**config.mk**
```make
export PLATFORM = sky130hd
export DESIGN_NAME = abs_pearson_correlation_core_flat
export DESIGN_NICKNAME = d
export VERILOG_FILES = /design/src/sv/apc_pkg.sv /design/src/sv/apc_pair_if.sv /design/src/sv/apc_res_if.sv /design/src/sv/abs_pearson_correlation_core.sv /design/src/flat_wrapper.sv
export SDC_FILE = /design/constraint.sdc
export NUM_CORES = 2
export LEC_CHECK = 0
export CORE_MARGIN = 3
export CORE_UTILIZATION = 50
export DETAILED_ROUTE_END_ITERATION = 7
export DONT_BUFFER_PORTS = 1
export PLACE_DENSITY = 0.62
export SLEW_MARGIN = 20
export SYNTH_ARGS = -nofsm -noshare
export SYNTH_HDL_FRONTEND = slang
export SYNTH_SLANG_ARGS = --single-unit
export TNS_END_PERCENT = 20
```
**constraint.sdc**
```tcl
create_clock -name clk -period 13.8 [get_ports clk]
set_clock_uncertainty 0.15 [all_clocks]
set_input_delay 0.69 -clock clk [delete_from_list [all_inputs] [get_ports clk]]
set_output_delay 0.69 -clock clk [all_outputs]
set_load 0.05 [all_outputs]
```
**src/sv/apc_pkg.sv**
```systemverilog
// shared constants for the absolute pearson correlation core
// no dependencies
package apc_pkg;
	localparam int MaxLen = 4096;
	localparam int CntW   = 13;
	localparam int SmpW   = 16;
	localparam int QW     = 16;
	localparam int SxW    = 28;
	localparam int SxxW   = 43;
	localparam int VarW   = 56;
	localparam int WideW  = 144;
	localparam int LenW   = 6;
endpackage

```
**src/sv/apc_pair_if.sv**
```systemverilog
// sample pair request channel
// depends on apc_pkg
interface apc_pair_if;
	logic                          valid;
	logic                          ready;
	logic signed [apc_pkg::SmpW-1:0] sample_x;
	logic signed [apc_pkg::SmpW-1:0] sample_y;
	logic                          last_pair;
	modport source (output valid, sample_x, sample_y, last_pair, input ready);
	modport sink (input valid, sample_x, sample_y, last_pair, output ready);
endinterface

```
**src/sv/apc_res_if.sv**
```systemverilog
// correlation result request channel
// depends on apc_pkg
interface apc_res_if;
	logic                      valid;
	logic                      ready;
	logic [apc_pkg::QW-1:0]    abs_corr;
	logic                      degenerate;
	logic                      overflowed;
	logic [apc_pkg::CntW-1:0]  pair_count;
	modport source (output valid, abs_corr, degenerate, overflowed, pair_count, input ready);
	modport sink (input valid, abs_corr, degenerate, overflowed, pair_count, output ready);
endinterface

```
**src/sv/abs_pearson_correlation_core.sv**
```systemverilog
// absolute pearson correlation core, top level
// depends on apc_pkg, apc_pair_if, apc_res_if
//
// pair_in takes one (sample_x, sample_y, last_pair) request at a time. the
// pair is folded exactly into n, sum x, sum y, sum xy, sum xx and sum yy.
// all sums and products go through one shared 144-bit adder: products are made
// by a shift-add sequencer, one multiplier bit per cycle.
// a pair that is not last runs two sum adds and three 16-bit products, each
// followed by one accumulate; ready is low meanwhile.
// pairs beyond 4096 are dropped and mark the result overflowed.
// a last pair then runs the finish: six products for c, vx and vy, two
// 56-bit products for vx*vy and c*c, then a 16-step bit-by-bit search
// (states S_S0, S_S1 and, for a set bit, S_S2 in each step); the last two
// products and the search are skipped when a series is constant.
// the result sits in an output register on res_out; if the receiver stalls
// the core holds in its final state until the register is free.
// reset clears all sums, the counter and the result valid at once.
// zero variance gives abs_corr 0 with degenerate set.
module abs_pearson_correlation_core (
	input  logic       clk,
	input  logic       arst_n,
	apc_pair_if.sink   pair_in,
	apc_res_if.source  res_out
);
	localparam int W = apc_pkg::WideW;

	typedef enum logic [4:0] {
		S_IDLE, S_AX, S_AY, S_AXY, S_AXX, S_AYY, S_MUL,
		S_F0, S_F1, S_F2, S_F3, S_F4, S_F5, S_F6, S_F7, S_F8, S_F9,
		S_S0, S_S1, S_S2, S_DONE
	} state_t;

	function automatic logic [W-1:0] ext16(input logic [apc_pkg::SmpW-1:0] v);
		return {{(W-apc_pkg::SmpW){v[apc_pkg::SmpW-1]}}, v};
	endfunction
	function automatic logic [W-1:0] ext28(input logic [apc_pkg::SxW-1:0] v);
		return {{(W-apc_pkg::SxW){v[apc_pkg::SxW-1]}}, v};
	endfunction
	function automatic logic [W-1:0] ext43(input logic [apc_pkg::SxxW-1:0] v);
		return {{(W-apc_pkg::SxxW){v[apc_pkg::SxxW-1]}}, v};
	endfunction
	function automatic logic [W-1:0] ext56(input logic [apc_pkg::VarW-1:0] v);
		return {{(W-apc_pkg::VarW){v[apc_pkg::VarW-1]}}, v};
	endfunction

	state_t                          state_q, ret_q;
	logic [apc_pkg::SmpW-1:0]        x_q, y_q;
	logic                            last_q;
	logic [apc_pkg::CntW-1:0]        n_q;
	logic [apc_pkg::SxW-1:0]         sx_q, sy_q;
	logic [apc_pkg::SxxW-1:0]        sxy_q, sxx_q, syy_q;
	logic                            ovf_q;
	// shift-add multiplier
	logic [W-1:0]                    acc_q, mc_q;
	logic [apc_pkg::VarW-1:0]        mp_q;
	logic [apc_pkg::LenW-1:0]        cnt_q, len_q;
	// finish datapath
	logic [W-1:0]                    t_q, base_q, rhs_q, p_q, qs_q, bk_q;
	logic [apc_pkg::VarW-1:0]        c_q, vx_q, vy_q;
	logic [3:0]                      k_q;
	logic [apc_pkg::QW-1:0]          q_q;
	logic                            degen_q;
	// result register
	logic                            out_valid_q;
	logic [apc_pkg::QW-1:0]          out_corr_q;
	logic                            out_degen_q, out_ovf_q;
	logic [apc_pkg::CntW-1:0]        out_cnt_q;

	logic [W-1:0] add_a, add_b, sum_w;
	logic         add_sub, mul_last;

	assign mul_last = (cnt_q == len_q - apc_pkg::LenW'(1));

	// the one shared adder
	always_comb begin
		add_a   = '0;
		add_b   = '0;
		add_sub = 1'b0;
		unique case (state_q)
			S_AX:  begin add_a = ext28(sx_q);  add_b = ext16(x_q); end
			S_AY:  begin add_a = ext28(sy_q);  add_b = ext16(y_q); end
			S_AXY: begin add_a = ext43(sxy_q); add_b = acc_q; end
			S_AXX: begin add_a = ext43(sxx_q); add_b = acc_q; end
			S_AYY: begin add_a = ext43(syy_q); add_b = acc_q; end
			// top multiplier bit carries negative weight
			S_MUL: begin add_a = acc_q; add_b = mc_q; add_sub = mul_last; end
			S_F2, S_F4, S_F6: begin add_a = t_q; add_b = acc_q; add_sub = 1'b1; end
			S_S0:  begin add_a = p_q;  add_b = qs_q; end
			S_S1:  begin add_a = t_q;  add_b = bk_q; end
			S_S2:  begin add_a = qs_q; add_b = bk_q << 1; end
			default: begin add_a = '0; add_b = '0; add_sub = 1'b0; end
		endcase
		sum_w = add_a + (add_sub ? ~add_b : add_b) + W'(add_sub);
	end

	assign pair_in.ready      = (state_q == S_IDLE);
	assign res_out.valid      = out_valid_q;
	assign res_out.abs_corr   = out_corr_q;
	assign res_out.degenerate = out_degen_q;
	assign res_out.overflowed = out_ovf_q;
	assign res_out.pair_count = out_cnt_q;

	always_ff @(posedge clk or negedge arst_n) begin
		if (!arst_n) begin
			state_q <= S_IDLE;   ret_q <= S_IDLE;
			x_q <= '0; y_q <= '0; last_q <= 1'b0;
			n_q <= '0; sx_q <= '0; sy_q <= '0;
			sxy_q <= '0; sxx_q <= '0; syy_q <= '0; ovf_q <= 1'b0;
			acc_q <= '0; mc_q <= '0; mp_q <= '0; cnt_q <= '0; len_q <= '0;
			t_q <= '0; base_q <= '0; rhs_q <= '0; p_q <= '0; qs_q <= '0; bk_q <= '0;
			c_q <= '0; vx_q <= '0; vy_q <= '0; k_q <= '0; q_q <= '0; degen_q <= 1'b0;
			out_valid_q <= 1'b0; out_corr_q <= '0; out_degen_q <= 1'b0;
			out_ovf_q <= 1'b0; out_cnt_q <= '0;
		end else begin
			// the final state reloads the result register itself
			if (out_valid_q && res_out.ready && state_q != S_DONE)
				out_valid_q <= 1'b0;
			unique case (state_q)
				S_IDLE: begin
					if (pair_in.valid) begin
						x_q    <= pair_in.sample_x;
						y_q    <= pair_in.sample_y;
						last_q <= pair_in.last_pair;
						if (n_q < apc_pkg::CntW'(apc_pkg::MaxLen)) begin
							state_q <= S_AX;
						end else begin
							// extra pair dropped
							ovf_q   <= 1'b1;
							state_q <= pair_in.last_pair ? S_F0 : S_IDLE;
						end
					end
				end
				S_AX: begin
					sx_q    <= sum_w[apc_pkg::SxW-1:0];
					state_q <= S_AY;
				end
				S_AY: begin
					sy_q  <= sum_w[apc_pkg::SxW-1:0];
					acc_q <= '0; mc_q <= ext16(x_q);
					mp_q  <= apc_pkg::VarW'(y_q); len_q <= apc_pkg::LenW'(16);
					cnt_q <= '0; ret_q <= S_AXY; state_q <= S_MUL;
				end
				S_AXY: begin
					sxy_q <= sum_w[apc_pkg::SxxW-1:0];
					acc_q <= '0; mc_q <= ext16(x_q);
					mp_q  <= apc_pkg::VarW'(x_q); len_q <= apc_pkg::LenW'(16);
					cnt_q <= '0; ret_q <= S_AXX; state_q <= S_MUL;
				end
				S_AXX: begin
					sxx_q <= sum_w[apc_pkg::SxxW-1:0];
					acc_q <= '0; mc_q <= ext16(y_q);
					mp_q  <= apc_pkg::VarW'(y_q); len_q <= apc_pkg::LenW'(16);
					cnt_q <= '0; ret_q <= S_AYY; state_q <= S_MUL;
				end
				S_AYY: begin
					syy_q   <= sum_w[apc_pkg::SxxW-1:0];
					n_q     <= n_q + 1'b1;
					state_q <= last_q ? S_F0 : S_IDLE;
				end
				S_MUL: begin
					if (mp_q[0])
						acc_q <= sum_w;
					mc_q  <= mc_q << 1;
					mp_q  <= mp_q >> 1;
					cnt_q <= cnt_q + 1'b1;
					if (mul_last)
						state_q <= ret_q;
				end
				S_F0: begin
					acc_q <= '0; mc_q <= ext43(sxy_q);
					mp_q  <= apc_pkg::VarW'(n_q); len_q <= apc_pkg::LenW'(14);
					cnt_q <= '0; ret_q <= S_F1; state_q <= S_MUL;
				end
				S_F1: begin
					t_q   <= acc_q;
					acc_q <= '0; mc_q <= ext28(sx_q);
					mp_q  <= apc_pkg::VarW'(sy_q); len_q <= apc_pkg::LenW'(28);
					cnt_q <= '0; ret_q <= S_F2; state_q <= S_MUL;
				end
				S_F2: begin
					c_q   <= sum_w[apc_pkg::VarW-1:0];
					acc_q <= '0; mc_q <= ext43(sxx_q);
					mp_q  <= apc_pkg::VarW'(n_q); len_q <= apc_pkg::LenW'(14);
					cnt_q <= '0; ret_q <= S_F3; state_q <= S_MUL;
				end
				S_F3: begin
					t_q   <= acc_q;
					acc_q <= '0; mc_q <= ext28(sx_q);
					mp_q  <= apc_pkg::VarW'(sx_q); len_q <= apc_pkg::LenW'(28);
					cnt_q <= '0; ret_q <= S_F4; state_q <= S_MUL;
				end
				S_F4: begin
					vx_q  <= sum_w[apc_pkg::VarW-1:0];
					acc_q <= '0; mc_q <= ext43(syy_q);
					mp_q  <= apc_pkg::VarW'(n_q); len_q <= apc_pkg::LenW'(14);
					cnt_q <= '0; ret_q <= S_F5; state_q <= S_MUL;
				end
				S_F5: begin
					t_q   <= acc_q;
					acc_q <= '0; mc_q <= ext28(sy_q);
					mp_q  <= apc_pkg::VarW'(sy_q); len_q <= apc_pkg::LenW'(28);
					cnt_q <= '0; ret_q <= S_F6; state_q <= S_MUL;
				end
				S_F6: begin
					vy_q    <= sum_w[apc_pkg::VarW-1:0];
					state_q <= S_F7;
				end
				S_F7: begin
					if (vx_q == '0 || vy_q == '0) begin
						// constant series
						q_q     <= '0;
						degen_q <= 1'b1;
						state_q <= S_DONE;
					end else begin
						degen_q <= 1'b0;
						acc_q <= '0; mc_q <= ext56(vx_q);
						mp_q  <= vy_q; len_q <= apc_pkg::LenW'(apc_pkg::VarW);
						cnt_q <= '0; ret_q <= S_F8; state_q <= S_MUL;
					end
				end
				S_F8: begin
					base_q <= acc_q;
					acc_q <= '0; mc_q <= ext56(c_q);
					mp_q  <= c_q; len_q <= apc_pkg::LenW'(apc_pkg::VarW);
					cnt_q <= '0; ret_q <= S_F9; state_q <= S_MUL;
				end
				S_F9: begin
					// rhs = c^2 * 2^30; search keeps q^2*base and q*base shifted
					rhs_q   <= acc_q << 30;
					bk_q    <= base_q << 30;
					p_q     <= '0;
					qs_q    <= '0;
					q_q     <= '0;
					k_q     <= 4'd15;
					state_q <= S_S0;
				end
				S_S0: begin
					t_q     <= sum_w;
					state_q <= S_S1;
				end
				S_S1: begin
					if (sum_w <= rhs_q) begin
						p_q     <= sum_w;
						q_q[k_q] <= 1'b1;
						state_q <= S_S2;
					end else begin
						qs_q    <= qs_q >> 1;
						bk_q    <= bk_q >> 2;
						k_q     <= k_q - 1'b1;
						state_q <= (k_q == 4'd0) ? S_DONE : S_S0;
					end
				end
				S_S2: begin
					qs_q    <= sum_w >> 1;
					bk_q    <= bk_q >> 2;
					k_q     <= k_q - 1'b1;
					state_q <= (k_q == 4'd0) ? S_DONE : S_S0;
				end
				S_DONE: begin
					if (!out_valid_q || res_out.ready) begin
						out_valid_q <= 1'b1;
						out_corr_q  <= q_q;
						out_degen_q <= degen_q;
						out_ovf_q   <= ovf_q;
						out_cnt_q   <= n_q;
						n_q   <= '0; sx_q <= '0; sy_q <= '0;
						sxy_q <= '0; sxx_q <= '0; syy_q <= '0; ovf_q <= 1'b0;
						state_q <= S_IDLE;
					end
				end
				default: state_q <= S_IDLE;
			endcase
		end
	end
endmodule

```
**src/flat_wrapper.sv**
```systemverilog
// flat-port wrapper written by rule: the top's interface ports become plain ports
module abs_pearson_correlation_core_flat 
  (clk, arst_n, pair_in_valid, pair_in_sample_x, pair_in_sample_y, pair_in_last_pair, pair_in_ready, res_out_valid, res_out_abs_corr, res_out_degenerate, res_out_overflowed, res_out_pair_count, res_out_ready);
  apc_pair_if pair_in_i ();
  apc_res_if res_out_i ();
  input  logic clk;
  input  logic arst_n;
  input wire logic [$bits(pair_in_i.valid)-1:0] pair_in_valid;
  input wire logic [$bits(pair_in_i.sample_x)-1:0] pair_in_sample_x;
  input wire logic [$bits(pair_in_i.sample_y)-1:0] pair_in_sample_y;
  input wire logic [$bits(pair_in_i.last_pair)-1:0] pair_in_last_pair;
  output wire logic [$bits(pair_in_i.ready)-1:0] pair_in_ready;
  output wire logic [$bits(res_out_i.valid)-1:0] res_out_valid;
  output wire logic [$bits(res_out_i.abs_corr)-1:0] res_out_abs_corr;
  output wire logic [$bits(res_out_i.degenerate)-1:0] res_out_degenerate;
  output wire logic [$bits(res_out_i.overflowed)-1:0] res_out_overflowed;
  output wire logic [$bits(res_out_i.pair_count)-1:0] res_out_pair_count;
  input wire logic [$bits(res_out_i.ready)-1:0] res_out_ready;
  assign pair_in_i.valid = pair_in_valid;
  assign pair_in_i.sample_x = pair_in_sample_x;
  assign pair_in_i.sample_y = pair_in_sample_y;
  assign pair_in_i.last_pair = pair_in_last_pair;
  assign pair_in_ready = pair_in_i.ready;
  assign res_out_valid = res_out_i.valid;
  assign res_out_abs_corr = res_out_i.abs_corr;
  assign res_out_degenerate = res_out_i.degenerate;
  assign res_out_overflowed = res_out_i.overflowed;
  assign res_out_pair_count = res_out_i.pair_count;
  assign res_out_i.ready = res_out_ready;
  abs_pearson_correlation_core u_core (.clk(clk), .arst_n(arst_n), .pair_in(pair_in_i), .res_out(res_out_i));
endmodule
```
== Yosys cells after proc, flatten, opt, wreduce, memory -nomap -nowiden ==
Index checks and enable logic that the tools add are counted.

* Add/sub/neg operators: 6
* Magnitude comparators: 4
* Equal/unequal tests: 31
* Multiplexer cells: 58
* Bitwise operators: 2
* Reductions and logical operators: 54

{| class="wikitable"
|+ Operators by type and width
! kind !! count
|-
| $pmux W144 S10 || 1
|-
| $pmux W144 S3 || 3
|-
| $pmux W144 S9 || 1
|-
| $mux W144 || 7
|-
| $pmux W144 S7 || 1
|-
| $pmux W144 S2 || 2
|-
| $pmux W56 S8 || 1
|-
| $pmux W43 S2 || 3
|-
| $add A144 B1 Y144 || 1
|-
| $add A144 B144 Y144 || 1
|-
| $le A144 B144 Y1 || 1
|-
| $not A144 Y144 || 1
|-
| $logic_not A56 Y1 || 2
|-
| $pmux W28 S2 || 2
|-
| $pmux W5 S12 || 1
|-
| $mux W56 || 1
|-
| $pmux W5 S11 || 1
|-
| $pmux W16 S3 || 1
|-
| $mux W43 || 1
|-
| $eq A5 B4 Y1 const B || 8
|-
| $mux W5 || 7
|-
| $mux W16 || 2
|-
| $pmux W6 S5 || 1
|-
| $mux W28 || 1
|-
| 45 further kinds || 104
|}

* Flip-flop bits (word level): 1,623
* Input port bits: 37

== Logic depth before layout (Yosys ltp) ==
* Word-level depth: 10
* Depth in mapped cells: 46
* Gate-level depth less buffers: 38

== Worst setup path before layout ==
OpenSTA, ideal clock, no wires.

* Kind: register to register
* From: register u_core.len_q[1] in the netlist's numbering
* To: register u_core.qs_q[139]
* Library setup time: 0.130 ns
* Data arrival time: 8.608 ns
* Required time: 13.520 ns
* Setup slack: 4.911 ns
* Cell stages (with the launch flop): 40
* Buffers on the path: 7
* Cell sequence: dfrtp_1 > inv_1 > ha_1 > xor2_1 > nand3_1 > or4_4 > o21ai_1 > buf_4 > clkbuf_1 > buf_1 > xnor2_1 > ha_1 > clkbuf_1 > nand4_1 > nor4b_1 > a21oi_1 > or2_2 > a221oi_1 > [4 not listed] > xor2_1 > inv_1 > ha_1 > nand4_1 > nor4_1 > nand3_1 > nor3_1 > nor4b_1 > a211oi_1 > nand3_1 > a221oi_1 > a211o_1 > a31o_2 > buf_6 > buf_4 > buf_4 > a221oi_1 > a21oi_1

* Cells in the longest elaborated chain, start to end: 9
* Elaborated cells on any way between the ends: 10

{| class="wikitable"
|+ Ends and longest elaborated chain
! element !! RTL line !! source
|-
| from (decl) || abs_pearson_correlation_core.sv:56 || <nowiki>logic [apc_pkg::LenW-1:0] cnt_q, len_q;</nowiki>
|-
| from (signal assigned) || abs_pearson_correlation_core.sv:140 || <nowiki>mp_q <= apc_pkg::VarW'(y_q); len_q <= apc_pkg::LenW'(16);</nowiki>
|-
| from (signal assigned) || abs_pearson_correlation_core.sv:146 || <nowiki>mp_q <= apc_pkg::VarW'(x_q); len_q <= apc_pkg::LenW'(16);</nowiki>
|-
| from (signal assigned) || abs_pearson_correlation_core.sv:152 || <nowiki>mp_q <= apc_pkg::VarW'(y_q); len_q <= apc_pkg::LenW'(16);</nowiki>
|-
| $sub A6 B1 Y6 * || abs_pearson_correlation_core.sv:72 || <nowiki>assign mul_last = (cnt_q == len_q - apc_pkg::LenW'(1));</nowiki>
|-
| $eq A6 B6 Y1 * || abs_pearson_correlation_core.sv:72 ||
|-
| $pmux W1 S2 * || abs_pearson_correlation_core.sv:79 || <nowiki>unique case (state_q)</nowiki>
|-
| $mux W144 || abs_pearson_correlation_core.sv:93 || <nowiki>sum_w = add_a + (add_sub ? ~add_b : add_b) + W'(add_sub);</nowiki>
|-
| $add A144 B144 Y144 || abs_pearson_correlation_core.sv:93 ||
|-
| $add A144 B1 Y144 * || abs_pearson_correlation_core.sv:93 ||
|-
| $le A144 B144 Y1 || abs_pearson_correlation_core.sv:242 || <nowiki>if (sum_w <= rhs_q) begin</nowiki>
|-
| $ne A2 B2 Y1 (no source line) || - ||
|-
| $reduce_and A2 Y1 (no source line) || - ||
|-
| to (signal assigned) || abs_pearson_correlation_core.sv:247 || <nowiki>qs_q <= qs_q >> 1;</nowiki>
|-
| to (signal assigned) || abs_pearson_correlation_core.sv:254 || <nowiki>qs_q <= sum_w >> 1;</nowiki>
|-
| to (decl) || abs_pearson_correlation_core.sv:58 || <nowiki>logic [W-1:0] t_q, base_q, rhs_q, p_q, qs_q, bk_q;</nowiki>
|}

Mark *: on every way between the ends. The rest lies on a longest branch, timed or not.
A chain may end at the register's enable or synchronous reset.

== Final worst setup path ==
* From: register u_core.state_q[0]
* To: register u_core.bk_q[62]

* Cells in the longest elaborated chain, start to end: 10
* Elaborated cells on any way between the ends: 28

{| class="wikitable"
|+ Ends and longest elaborated chain
! element !! RTL line !! source
|-
| from (decl) || abs_pearson_correlation_core.sv:46 || <nowiki>state_t state_q, ret_q;</nowiki>
|-
| from (signal assigned) || abs_pearson_correlation_core.sv:129 || <nowiki>state_q <= pair_in.last_pair ? S_F0 : S_IDLE;</nowiki>
|-
| from (signal assigned) || abs_pearson_correlation_core.sv:158 || <nowiki>state_q <= last_q ? S_F0 : S_IDLE;</nowiki>
|-
| from (signal assigned) || abs_pearson_correlation_core.sv:167 || <nowiki>state_q <= ret_q;</nowiki>
|-
| $eq A5 B2 Y1 (tied with other cells) || abs_pearson_correlation_core.sv:79 ||
|-
| $reduce_or A6 Y1 (no source line) || - ||
|-
| $pmux W144 S7 || abs_pearson_correlation_core.sv:79 ||
|-
| $not A144 Y144 || abs_pearson_correlation_core.sv:93 ||
|-
| $mux W144 || abs_pearson_correlation_core.sv:93 ||
|-
| $add A144 B144 Y144 || abs_pearson_correlation_core.sv:93 ||
|-
| $add A144 B1 Y144 || abs_pearson_correlation_core.sv:93 ||
|-
| $le A144 B144 Y1 || abs_pearson_correlation_core.sv:242 ||
|-
| $ne A2 B2 Y1 (no source line) || - ||
|-
| $reduce_and A2 Y1 (no source line) || - ||
|-
| to (signal assigned) || abs_pearson_correlation_core.sv:230 || <nowiki>bk_q <= base_q << 30;</nowiki>
|-
| to (signal assigned) || abs_pearson_correlation_core.sv:248 || <nowiki>bk_q <= bk_q >> 2;</nowiki>
|-
| to (signal assigned) || abs_pearson_correlation_core.sv:255 || <nowiki>bk_q <= bk_q >> 2;</nowiki>
|-
| to (decl) || abs_pearson_correlation_core.sv:58 ||
|}

Parallel ways exist; a longest one is shown, timed or not.

==> reports/results.ini <==
[timing]
setup_violations = 0
slew_violations = 0
hold_viol = 0
rsz0062_at_grt = no
period_share_pct = 94.8
fin_setup_tns_ns = 0
relSlewSlack_pct = 16.8
tightest_slew_ns = 1.25
final.min_clock_period_ns = 13.08
fmax_ghz = 0.0765

[clock_tree]
cts_setup_buffers = 0
cts_sinks = 1621
root_buffer = clkbuf_16
cts-htree-levels = 4
cts-buffers-inserted = 181
cts_tree = yes
clockBufferDepth = 3
clkTransAtPathRegs_ns = 0.06
clk_latency_ns = 0.86

[worst_setup_path]
crit_start = u_core.state_q[0]
crit_path_end_kind = flip-flop
critPathRequiredTime_ns = 14.42
critical_path_class = reg2reg
crit_arrival_ns = 13.69
crit_slowest_cell = nor4_1
crit_path_max_fanout = 47
worstSetupStartpointType = flip-flop
r2r_start = u_core.state_q[0]
cpPeakStageDelay_ns = 0.95

[pwr]
combPwrFrac_pct = 1.2
internal_power_mw = 7.75
power_density_nw_per_um2 = 101
clockPowerShare_pct = 51.2
p_leak_nw = 44.9
vdd_drop_max_v = 0.000100
p_seq_share_pct = 47.6
swShare_pct = 22.3
power.total_mw = 9.98
power.net_switching_mw = 2.23

[placed_design]
gp_congestion = 1.01
place_hpwl_um = 244000
place_inst = 11800
placement.cell_area_um2 = 92200
io_buffers = 0

[yosys]
synth_warnings = 0
synth_mux_area_share_pct = 3.78
synth_top_family_by_area = compound AO/OA/AOI/OAI gates
synthDistinctLibCells = 101
synth_ff_type = dfrtp_1
synth-compound-area-share_pct = 23.1
ys_ff_latch = 1621
synth_adder_area_share_pct = 3.70
async_flop_share_pct = 100
synth_edf_count = 0
synth.yosys.seq_area_share_pct = 45.3
syn_nets = 10300
synth_xor_area_share_pct = 3.07
synthSimpleGateAreaFrac_pct = 16.2
synth_cells = 10000
synth.avg_cell_area_um2 = 8.94
syn_area_um2 = 89500

[global_routing]
grt_pass1_vias = 81000
grt_usage_pct = 39.1
grt_pass1_wl_um = 545000
grt_max_degree = 221
grt_use_met2_pct = 61.0
gr-total-overflow = 0
antenna_found_initial = 6
busiest_layer = met2
use_met1_pct = 49.7
globalRouteMet3Util_pct = 7.20

[final_layout]
final_core_util_pct = 55.8
fin_cells = 12200
nets = 9965
drive_gt1_share_pct = 8.94
nFillCells = 16000
fin_area_um2 = 98900
syn2layout_area_growth_pct = 10.5

[routing]
drt-total-wl_um = 369000
drc = 32
viasPerCell = 6.84
dr.pass1.iters = 8
vias = 83100
wl_per_cell_um = 30.3
antenna_left = 0
drt_iter0_markers = 11800

[floorplanning]
initial_core_util_pct = 50.5
rows = 154
io_pins = 70
dieArea_um2 = 184000
die_h_um = 429
placeableCoreArea_um2 = 177000
die_w_um = 429

[outcome]
failed_checks = DRC
status = finished with violations

[min_path]
hp-class = in2reg
hp-start = res_out_ready

[job]
maxCapViolCount = 0

==> cell type report <==
cell class	instances	area, um^2	share of cell area, %
Multi-Input combinational cell	7329	45000	45.5
Sequential cell	1621	40600	41.0
Clock buffer	270	5380	5.44
Timing Repair Buffer	294	3230	3.27
Tap cell	2340	2930	2.96
Inverter	237	891	0.901
Clock inverter	58	833	0.843
Antenna cell	5	12.5	0.0127
==> layout by cell type, fill, tap and decap left out, types with 166 or more instances in the layout <==
cell type  netlist  routed
a21oi_1        619     619
a222oi_1       166     166
a22oi_1        421     420
buf_4            7     193
clkbuf_16        0     184
dfrtp_1       1621    1619
ha_1           263     263
inv_1          236     235
mux2i_1        167     167
nand2_1       1727    1719
nand3_1        569     566
nand4_1        245     245
nor2_1         430     410
o21ai_0        949     949
xnor2_1        238     236
==> cells in the mapped netlist (all sizes together) (32+ instances only) <==
| cell type | instances | area [um^2] |
|---|---|---|
| a31oi | 67 | 447 |
| a211oi | 80 | 613 |
| xor2 | 72 | 646 |
| nand2b | 32 | 200 |
| nand2 | 1729 | 6500 |
| a21o | 111 | 833 |
| a21oi | 619 | 3100 |
| nand4 | 246 | 1550 |
| nor3 | 52 | 272 |
| clkbuf | 670 | 2510 |
| nor2b | 70 | 445 |
| a22oi | 480 | 3900 |
| o21ai | 1077 | 5440 |
| nor2 | 433 | 1640 |
| mux2 | 152 | 1710 |
| a221oi | 133 | 1160 |
| mux2i | 167 | 1670 |
| o31ai | 75 | 568 |
| nand3 | 579 | 2950 |
| dfrtp | 1621 | 40600 |
| buf | 152 | 881 |
| a22o | 128 | 1120 |
| xnor2 | 239 | 2100 |
| nor4 | 55 | 357 |
| inv | 236 | 886 |
| o21bai | 43 | 323 |
| a222oi | 166 | 1660 |
| ha | 263 | 3290 |
==> power by group through the flow <==
stage / clock, mW / sequential, mW / combinational [mW]
2_1_floorplan: 0 / 4.84 / 0.000243
3_3_place_gp: 0 / 4.84 / 0.104
3_5_place_dp: 0 / 4.84 / 0.107
4_1_cts: 5.15 / 4.75 / 0.124
5_1_grt: 5.34 / 4.75 / 0.137
6_report: 5.11 / 4.75 / 0.119
==> kinds of logic (layout without fill, tap and decap cells) <==
group / count (synthesis) / in the layout
muxes: 319 / 319
other: 0 / 5
DFF: 1621 / 1621
buffers and inverters: 1059 / 859
AOI/OAI and AO/OA: 3149 / 3149
and+or+nand+nor: 3286 / 3286
xor gates and xnor gates: 311 / 311
adders and majority gates: 264 / 264
==> layer usage <==
| metal | vias to the layer above | routed length (um) |
|---|---|---|
| met4 | 2 | 28600 |
| li1 | 35600 | - |
| met2 | 5088 | 166000 |
| met1 | 41100 | 140000 |
| met5 | - | 13 |
| met3 | 1301 | 33600 |
==> through the flow <==
| step | worst slack [ns] | hold slack, ns |
|---|---|---|
| after floorplan | 4.91 | 0.244 |
| after global placement | 1.59 | 0.276 |
| after detailed placement | 1.26 | 0.278 |
| after CTS | 1.20 | 0.105 |
| after global routing | 0.448 | 0.147 |
| final | 0.723 | 0.153 |
==> worst max-delay path: cells and delay by family, from the launching register on <==
family	cells	cell delay, ns
compound gates	12	3.20
xor+xnor	2	0.39
fa+ha+maj	2	0.94
buf+inv	5	1.34
flops	1	0.60
simple gates	16	6.30
==> flip-flops by register name, summed over array words and instances, names as in the netlist, 16 cells and up <==
signal and flops:
u_core.q_q 16, u_core.sx_q 28, u_core.rhs_q 114, u_core.vx_q 56, u_core.y_q 16, u_core.mc_q 144, u_core.mp_q 56, u_core.base_q 114
u_core.syy_q 43, u_core.sy_q 28, u_core.vy_q 56, u_core.res_out.abs_corr 16, u_core.sxx_q 43, u_core.bk_q 144, u_core.c_q 56, u_core.x_q 16
u_core.t_q 144, u_core.sxy_q 43, u_core.qs_q 143, u_core.acc_q 144, u_core.p_q 144
==> final timing paths <==
kind	to	slack [ns]	depth (start not counted)
max in group asynchronous	u_core.qs_q[84]	10.23	6
setup / recovery	u_core.bk_q[62]	0.72	37
setup reg to reg	u_core.bk_q[62]	0.72	37
hold / removal	u_core.res_out.valid	0.15	2
min in group asynchronous	u_core.q_q[14]	0.37	2
hold reg to reg	u_core.res_out.abs_corr[10]	0.32	2
==> repair_timing <==
action,in CTS,in global routing
endpoints found under the hold margin,301,0
hold buffers,36,0
gates resized for setup,0,0
Power figures use the tool's default switching activity.
